--- src/design/bfgr_pkg.sv ---
package bfgr_pkg;

  // Configuration port
  localparam int ADDR_W = 5;
  localparam int DATA_W = 32;

  localparam logic [2:0] REG_START_X     = 3'd0;
  localparam logic [2:0] REG_START_Y     = 3'd1;
  localparam logic [2:0] REG_DRAW_COLOR  = 3'd2;
  localparam logic [2:0] REG_FIRST_CHAR  = 3'd3;
  localparam logic [2:0] REG_FONT_HEIGHT = 3'd4;
  localparam logic [2:0] REG_USE_TABLE   = 3'd5;

  localparam logic [7:0] FIRST_CHAR_RST  = 8'd32;
  localparam logic [4:0] FONT_HEIGHT_RST = 5'd8;

  // Item kinds
  localparam logic [1:0] KIND_LOAD_ENTRY = 2'd0;
  localparam logic [1:0] KIND_LOAD_GLYPH = 2'd1;
  localparam logic [1:0] KIND_DRAW       = 2'd2;

  localparam logic [5:0] FIXED_WIDTH   = 6'd5;
  localparam int         BITS_PER_BYTE = 8;
  localparam int         RESULT_CAP    = 32;
  localparam int         CAP_W         = 5;
  localparam int         OFF_W         = 12;

  typedef struct packed {
    logic [15:0] start_x;
    logic [15:0] start_y;
    logic [15:0] draw_color;
    logic [7:0]  first_char;
    logic [4:0]  font_height;
    logic        use_char_table;
  } cfg_t;

endpackage

--- src/design/bfgr_cfg_regs.sv ---
module bfgr_cfg_regs (
  input  logic                          clk,
  input  logic                          rst,
  input  logic                          psel,
  input  logic                          penable,
  input  logic                          pwrite,
  input  logic [bfgr_pkg::ADDR_W-1:0]   paddr,
  input  logic [bfgr_pkg::DATA_W-1:0]   pwdata,
  output logic [bfgr_pkg::DATA_W-1:0]   prdata,
  output bfgr_pkg::cfg_t                cfg
);
  import bfgr_pkg::*;

  logic       wr_en;
  logic [2:0] reg_idx;

  assign wr_en   = psel && penable && pwrite;
  assign reg_idx = paddr[4:2];

  always_ff @(posedge clk) begin
    if (rst) begin
      cfg.start_x        <= '0;
      cfg.start_y        <= '0;
      cfg.draw_color     <= '0;
      cfg.first_char     <= FIRST_CHAR_RST;
      cfg.font_height    <= FONT_HEIGHT_RST;
      cfg.use_char_table <= 1'b0;
    end else if (wr_en) begin
      unique case (reg_idx)
        REG_START_X:     cfg.start_x        <= pwdata[15:0];
        REG_START_Y:     cfg.start_y        <= pwdata[15:0];
        REG_DRAW_COLOR:  cfg.draw_color     <= pwdata[15:0];
        REG_FIRST_CHAR:  cfg.first_char     <= pwdata[7:0];
        REG_FONT_HEIGHT: cfg.font_height    <= pwdata[4:0];
        REG_USE_TABLE:   cfg.use_char_table <= pwdata[0];
        default: ;
      endcase
    end
  end

  always_comb begin
    prdata = '0;
    unique case (reg_idx)
      REG_START_X:     prdata = DATA_W'(cfg.start_x);
      REG_START_Y:     prdata = DATA_W'(cfg.start_y);
      REG_DRAW_COLOR:  prdata = DATA_W'(cfg.draw_color);
      REG_FIRST_CHAR:  prdata = DATA_W'(cfg.first_char);
      REG_FONT_HEIGHT: prdata = DATA_W'(cfg.font_height);
      REG_USE_TABLE:   prdata = DATA_W'(cfg.use_char_table);
      default:         prdata = '0;
    endcase
  end

endmodule

--- config.mk ---
export PLATFORM = sky130hd
export DESIGN_NAME = bfgr_cfg_regs
export DESIGN_NICKNAME = d
export VERILOG_FILES = /design/src/design/bfgr_pkg.sv /design/src/design/bfgr_cfg_regs.sv
export SDC_FILE = /design/constraint.sdc
export NUM_CORES = 1
export LEC_CHECK = 0
export BUFFER_PORTS_ARGS = -buffer_cell sky130_fd_sc_hd__buf_4
export CELL_PAD_IN_SITES_DETAIL_PLACEMENT = 2
export CELL_PAD_IN_SITES_GLOBAL_PLACEMENT = 2
export CORE_AREA = 4 4 95 133
export DETAILED_ROUTE_END_ITERATION = 8
export DIE_AREA = 0 0 99 137
export GPL_ROUTABILITY_DRIVEN = 0
export PLACE_DENSITY = 0.87
export SYNTH_ARGS = -nofsm -noshare
export SYNTH_HDL_FRONTEND = slang
export SYNTH_SLANG_ARGS = --single-unit
--- constraint.sdc ---
create_clock -name clk -period 1.48 [get_ports clk]
set_input_delay 0.222 -clock clk [delete_from_list [all_inputs] [get_ports clk]]
set_output_delay 0.222 -clock clk [all_outputs]
set_load 0.02 [all_outputs]
## After elaboration in Yosys (flattened, before gate mapping)

Cells that the tools add are included.

- Flip-flop bits (word level): 62
- Bits of input ports: 42
- Output and inout port bits: 94

- Eq/ne operators: 5
- Reduce and logical (&&, ||, !) cells: 9
- Muxes and demuxes: 1

Operator list:

| operator | number |
|---|---|
| 16-bit case mux with 6 select lines | 1 |
| 2-bit AND reduction | 6 |
| 3-bit by 2-bit equality test with 1-bit output, second input constant | 2 |
| 3-bit equality test, second input constant | 2 |
| 3-bit by 1-bit equality test with 1-bit output, second input constant | 1 |
| 3-bit logical NOT | 1 |
| 1-bit logical AND | 2 |

## Logic depth before layout (Yosys ltp)

Gate-level depths: netlist of run 1.

- Word-level depth: 3
- Gate-level depth with buffers: 6

## Worst setup path after synthesis of run 1

Ideal clock, no wire load.

- Path kind: in2out
- Start: input port paddr[3] in the netlist's numbering
- End: output port prdata[0] in the netlist's numbering
- Data required time: 1258 ps
- Path slack: -205 ps
- Arrival: 1463 ps
- Stages: 5
- Path buffers: 3
- Cell sequence: buf_2 -> buf_2 -> inv_1 -> clkbuf_1 -> o31ai_1

- Longest elaborated chain between the ends: 2
- Elaborated cells between the ends (all ways): 7
- Those cells by class: 5 x eq/ne; 1 x mux; 1 x reduce/logical

Ends and longest elaborated chain:

| item | line | text |
|---|---|---|
| from (decl) | bfgr_cfg_regs.sv:7 | `input logic [bfgr_pkg::ADDR_W-1:0] paddr,` |
| 3-bit equality test (tied with other cells) | bfgr_cfg_regs.sv:43 | `unique case (reg_idx)` |
| 16-bit case mux with 6 select lines * | bfgr_cfg_regs.sv:43 |  |
| to (decl) | bfgr_cfg_regs.sv:9 | `output logic [bfgr_pkg::DATA_W-1:0] prdata,` |

Mark *: on every way between the ends. The rest lies on a longest branch, timed or not.

## Worst setup path in the final report of run 1

- Start: register cfg[0] in the netlist's numbering
- End: output port prdata[0] in the netlist's numbering

- Longest elaborated chain between the ends: 1

Ends and longest elaborated chain:

| item | line | text |
|---|---|---|
| from (decl) | bfgr_cfg_regs.sv:10 | `output bfgr_pkg::cfg_t cfg` |
| 16-bit case mux with 6 select lines | bfgr_cfg_regs.sv:43 |  |

Every way passes these cells.

==> metrics.md, run 1 <==
| Metric | Value |
|---|---|
| Syn avg cell area | 10.2 µm² |
| Outcome | finished with violations |
| Fillers | 1206 |
| Sink Count | 62 |
| Sequential area share after synthesis | 39.2% |
| Final HPWL DP | 8170 µm |
| DR iter-0 viols | 57 |
| Yosys reg bits | 62 |
| Total core area | 0.0113 mm² |
| Grt ovf | 0 |
| Synth area leader | dfxtp_1 |
| Die width | 99 µm |
| Biggest register | cfg |
| Peak Freq | 0.602 GHz |
| Initial antenna violation count | 0 |
| Worst EP required | 1.26 ns |
| CP max-delay cell | mux4_2 |
| CP max stage delay | 0.48 ns |
| All-layer global routing usage | 18.2% |
| Routed Antenna Nets | 0 |
| Critical-path cell list | mux4_2 > nand2_2 > o31ai_2 > buf_4 |
| Die area | 0.0136 mm² |
| Routed WL | 12400 µm |
| Power per Cell Area | 818 mW/mm² |
| Synthesized instance count | 311 |
| Row count | 46 |
| Largest net degree at the start of global routing | 43 |
| H-tree levels | 3 |
| Post-DP Area | 0.00420 mm² |
| Crit-path max FO | 2 |
| Critical Path AT | 1.44 ns |
| Via/cell ratio | 4.68 |
| DR pass1 iterations | 4 |
| Setup crit start kind | register |
| Min-Delay Path Class | input port to register |
| Minimum clock period | 1.66 ns |
| Later-pin clock latency in the skew report | 0.33 ns |
| Top post-synthesis cells by area | dfxtp_1 39%, mux2i_1 20%, nand2b_1 15%, buf_4 4.3%, mux2_2 3.9% |
| Final setup vio count | 10 |
| Total number of vias | 2889 |
| Final Skew | 0 ns |
| CTS Buf Count | 9 |
| DRC | 0 |
| First-pass GRT wire length | 18800 µm |
| Period utilisation layout | 112% |
| Pins Over Slew Limit | 0 |
| Initial Utilization | 27.9% |
| Vias in the first global route | 3286 |
| Setup_tns | -0.822 ns |
| Crit path capture type | output pin |
| Endpoints failing hold | 0 |
| Yosys Warn Count | 0 |
| CTS Root Cell | clkbuf_16 |
| Most common cell after layout, fill and taps aside | buf_4 |
| Final nets | 512 |
| Lkg Pwr | 2.45 nW |
| Commonest non-fill, non-tap cells in the layout | 156 x buf_4, 76 x nand2b_1, 63 x mux2i_1 |
| CTS tree | done |
| Fin area | 0.00503 mm² |
| Top-area cell type share of the netlist area | 39.2% |
| Setup ws final | -0.180 ns |
| Largest register FFs | 62 |
| DR WL/cell | 20.2 µm |
| Synth Cell Area | 0.00317 mm² |
| Failing checks | negative setup slack |
| I/O pins | 136 |
| Critical Setup Path Class | register to output pin |
| Height of the die | 137 µm |
| RSZ-0062 raised after global routing | true |
| Dpl ws | -0.106 ns |
| Diodes inserted | 0 |
| # Max-Cap Violations | 0 |
| Hold_ws | 0.153 ns |
| Max Buffers Root-to-Sink | 2 |
| Max IR drop VDD | 0.000480 V |
| Netlist cell types | 33 |
| IO buf count | 101 |
| Share of layout cells above drive strength 1 | 58.6% |
| Regs by FF count | cfg x62 |
| Layout area overhead | 58.8% |
| Clk slew on worst S/H paths | 0.05 ns |
==> metrics by stage <==
step                      instances  util [%]  power (mW)
final                           617      44.3        4.11
after global routing            617      44.3        4.27
after CTS                       611      43.6        4.14
after detailed placement        561      37.1        2.12
after global placement          561      37.1        2.11
after floorplan                 326         -        1.98
==> final timing paths <==
check	cells past startpoint	to	slack, ns	startpoint
setup / recovery	4	prdata[0]	-0.18	cfg[0]$_SDFFE_PP0P_
hold / removal	3	cfg[11]$_SDFFE_PP1P_	0.15	pwdata[5]
setup reg to reg	4	cfg[0]$_SDFFE_PP0P_	0.59	cfg[0]$_SDFFE_PP0P_
hold reg to reg	2	cfg[1]$_SDFFE_PP0P_	0.49	cfg[1]$_SDFFE_PP0P_
==> cell type report <==
type,instances,area [µm²],area share [%]
clock buffer,13,270,5.38
clock inverter,1,5.00,0.0996
inverter,1,7.51,0.149
sequential,62,1290,25.8
tap,144,180,3.58
multi-input combinational,224,1880,37.4
timing repair buffer,172,1390,27.7
==> power by group <==
group	leakage, nW	internal [mW]	switching [mW]
Sequential	0.521	1.68	0.00943
Clock	0.138	1.25	0.730
Combinational	1.79	0.195	0.245
==> Yosys cell counts <==
library cell / n
o21ai_0: 1
nor2b_1: 7
inv_1: 1
mux4_1: 1
nor2_2: 1
nand4_1: 1
a31oi_1: 1
dfxtp_1: 62
mux4_2: 3
or3_1: 1
nand2_1: 1
nand2_2: 2
o31ai_1: 2
o22ai_1: 3
clkbuf_1: 11
mux2i_1: 64
buf_1: 1
buf_2: 5
and3b_1: 1
nor2b_4: 1
nand2b_1: 76
nor2_1: 12
and4b_1: 1
a22oi_1: 12
buf_6: 4
a2bb2oi_1: 1
a21oi_1: 2
conb_1: 1
nand3_2: 1
o21a_1: 1
mux2_2: 11
and3_1: 1
buf_4: 18
==> worst max-delay path, delay by kind of cell, from the launching register on <==
family | cells | cell delay [ns]
and+or+nand+nor | 1 | 0.08
buffers and inverters | 1 | 0.16
DFF | 1 | 0.32
AOI/OAI and AO/OA | 1 | 0.07
muxes | 1 | 0.48
==> metal layers <==
metal  wire, µm  up-vias  GRT usage [%]  part of all wire (%)
met1       4720     1443           19.8                    38
met2       7040       83           34.9                    57
met3        533       13           3.47                   4.3
met4        148        0           6.00                   1.2
met5          0        -              0                     0
li1           -     1350              -                     -
==> cell families (layout without fill, tap and decap cells) <==
| group | Yosys count | after routing | share of synthesized area, % |
|---|---|---|---|
| AND/OR/NAND/NOR | 106 | 106 | 20.5 |
| multiplexers | 79 | 79 | 27.1 |
| flip-flops | 62 | 62 | 39.2 |
| buffers and inverters | 40 | 187 | 8.02 |
| AO/OA/AOI/OAI | 23 | 23 | 5.10 |
| other | 1 | 16 | 0.118 |
==> what timing repair did <==
item / in CTS / in global routing
endpoints found under the setup margin: 16 / 16
hold buffers: 0 / 0
setup buffers: 36 / 6
gates cloned: 0 / 0
resized for setup: 78 / 10
pin swaps: 14 / 9
No activity file was read; power rests on OpenSTA's default activity.
==> inputs of run 2 (changes only) <==
Settings changed: ABC_AREA set to 1, CORE_AREA 4 4 95 133 to 4 4 103 144, DIE_AREA 0 0 99 137 to 0 0 107 148.
==> run 2 against run 1 <==
Net effect: the flow now finishes without violations; critical endpoint is now prdata[12]; highest routed layer unchanged; clock-buffer cell count down 2; die area up 17%; largest cell class unchanged; critical path depth up 5.
==> metrics.md, run 2 <==
| Metric | Value |
|---|---|
| Outcome | finished clean |
| Diodes inserted | 0 |
| CTS Root Cell | clkbuf_16 |
| Finished Core Util | 36.4% |
| DRC | 0 |
| Die width | 107 µm |
| Row count | 50 |
| Largest register FFs | 62 |
| Commonest non-fill, non-tap cells in the layout | 136 x nor2_1, 120 x nand2_1, 109 x buf_4 |
| CP dominant cell by count | buf_6 |
| Register share of total power | 39.3% |
| CTS tree | done |
| Post-DP Area | 0.00429 mm² |
| Die area | 0.0158 mm² |
| I/O pins | 136 |
| Most frequent cell after synthesis | nor2_1 |
| Fillers | 1647 |
| Period utilisation layout | 96.6% |
| Ys flop type | dfxtp_1 |
| Final setup vio count | 0 |
| Biggest register | cfg |
| Endpoints failing hold | 0 |
| Syn avg cell area | 6.37 µm² |
| Share of layout cells above drive strength 1 | 30.2% |
| H-tree levels | 3 |
| CP max stage delay | 0.17 ns |
| RSZ-0062 raised after global routing | true |
| Vias in the first global route | 4085 |
| DR pass1 iterations | 4 |
| Worst EP required | 1.26 ns |
| Hold_buf cts | 0 |
| Final HPWL DP | 9750 µm |
| Largest net degree at the start of global routing | 63 |
| Finished Layout Cells | 814 |
| DRT met1 WL | 5300 µm |
| First-pass GRT wire length | 21100 µm |
| Max Buffers Root-to-Sink | 2 |
| Final nets | 670 |
| Yosys reg bits | 62 |
| CTS Buf Count | 9 |
| Placed insts | 786 |
| Final Skew | 0 ns |
| Critical Setup Path Class | input port to output pin |
| CP Buf/Inv Count | 5 |
| Routed wl met2 | 7530 µm |
| Yosys Warn Count | 0 |
| Regs by FF count | cfg x62 |
| Critical Path AT | 1.21 ns |
| Minimum clock period | 1.43 ns |
| Power per Cell Area | 894 mW/mm² |
| Via/cell ratio | 4.49 |
| Critical-path cell list | buf_6 > inv_4 > nand2_2 > nor2_4 > buf_6 > buf_12 > nand2_1 > nand3_1 > buf_6 |
| Routed Antenna Nets | 0 |
| Sequential area share after synthesis | 38.7% |
| Grt ovf | 0 |
| Crit path max-delay family | buffers and inverters |
| # Max-Cap Violations | 0 |
| Sw power | 1.12 mW |
| Setup crit start kind | input port |
| Synth Cell Area | 0.00321 mm² |
| CP max-delay cell | nor2_4 |
| Top-area cell type share of the netlist area | 38.7% |
| Clk slew on worst S/H paths | 0.05 ns |
| DR iter-0 viols | 103 |
| Crit-path max FO | 5 |
| Int Power | 3.24 mW |
| Clock network power share | 48.1% |
| Switching part of the total | 25.7% |
| Max IR drop VDD | 0.000400 V |
| IO buf count | 101 |
| Initial Utilization | 24.0% |
| Fin area | 0.00487 mm² |
| Comb power frac | 12.7% |
| Height of the die | 148 µm |
| Lkg Pwr | 2.32 nW |
| Later-pin clock latency in the skew report | 0.32 ns |
| Pins Over Slew Limit | 0 |
| Total number of vias | 3652 |
| Layout area overhead | 51.7% |
| Met3 WL post-DR | 548 µm |
| Max Used Layer | met4 |
| DR WL/cell | 16.6 µm |
| Most common cell after layout, fill and taps aside | nor2_1 |
| Sink Count | 62 |
| Synth area leader | dfxtp_1 |
| Synthesized instance count | 504 |
| Post-synth EDFFs | 0 |
| Peak Freq | 0.699 GHz |
| Routed WL | 13500 µm |
| Top post-synthesis cells by area | dfxtp_1 39%, nor2_1 16%, nand2_1 15%, nand3_1 11%, buf_4 5.1% |
| Most instantiated cells after synthesis | 141 x nor2_1, 126 x nand2_1, 69 x nand3_1, 62 x dfxtp_1, 32 x inv_1 |
| Initial antenna violation count | 0 |
| Async S/R FF share, synth | 0% |
| Total core area | 0.0134 mm² |
| All-layer global routing usage | 17.0% |
| Min-Delay Path Class | input port to register |
| Netlist cell types | 20 |
| Crit path capture type | output pin |
-- run 2: cell type report --
cell class	instances	area [µm²]	area share (%)
Sequential cell	62	1250	25.6
Inverter	37	149	3.06
Multi-Input combinational cell	378	1680	34.6
Timing Repair Buffer	140	1270	26.1
Tap cell	182	228	4.68
Clock buffer	11	243	4.98
Clock inverter	4	47.5	0.976
-- run 2: worst paths after layout --
check	start	to	slack, ns	cells after the start
worst min register to register	cfg[11]$_SDFFE_PP1P_	cfg[11]$_SDFFE_PP1P_	0.50	2
worst max register to register	cfg[6]$_SDFFE_PP0P_	cfg[6]$_SDFFE_PP0P_	0.79	2
worst min-delay path	pwdata[5]	cfg[11]$_SDFFE_PP1P_	0.13	3
worst max-delay path	paddr[4]	prdata[12]	0.05	9
-- run 2: per-stage QoR --
| stage | hold WS, ns | setup TNS [ns] | power [mW] | setup WS, ns |
|---|---|---|---|---|
| after floorplan | 0.348 | 0 | 2.06 | 0.0966 |
| after global placement | 0.453 | 0 | 2.23 | 0.00303 |
| after detailed placement | 0.462 | -0.184 | 2.25 | -0.0358 |
| after CTS | 0.124 | 0 | 4.37 | 0.00118 |
| after global routing | 0.142 | -0.0271 | 4.55 | -0.0122 |
| final | 0.129 | 0 | 4.35 | 0.0503 |
-- run 2: what timing repair did --
item / 4_1_cts / 5_1_grt
endpoints found under the hold margin: 0 / 0
cloned: 0 / 1
endpoints found under the setup margin: 13 / 15
pin swaps: 2 / 6
resized for setup: 7 / 40
setup buffers: 6 / 6
-- run 2: worst register-to-register path, delay by kind of cell (launching register included) --
family | cells | cell delay, ns
AND/OR/NAND/NOR | 2 | 0.24
flip-flops | 1 | 0.34
-- run 2: routing by layer --
metal / vias up / track usage (%)
met3: 11 / 3.67
met2: 82 / 33.1
met4: 0 / 4.03
li1: 1770 / -
met5: - / 0
met1: 1789 / 18.3
-- run 2: kinds of logic (layout without fill, tap and decap cells) --
logic type | count (synthesis) | in the layout | synth area share (%)
other | 1 | 16 | 0.117
buffers and inverters | 79 | 192 | 12.9
and+or+nand+nor | 355 | 355 | 47.2
AOI/OAI and AO/OA | 7 | 7 | 1.09
DFF | 62 | 62 | 38.7
-- run 2: power by group through the flow --
stage	clock, mW	sequential, mW	combinational (mW)
finish	2.09	1.71	0.551
global route	2.24	1.71	0.602
CTS	2.14	1.71	0.523
detailed placement	0	1.75	0.501
global placement	0	1.75	0.480
floorplan	0	1.77	0.289
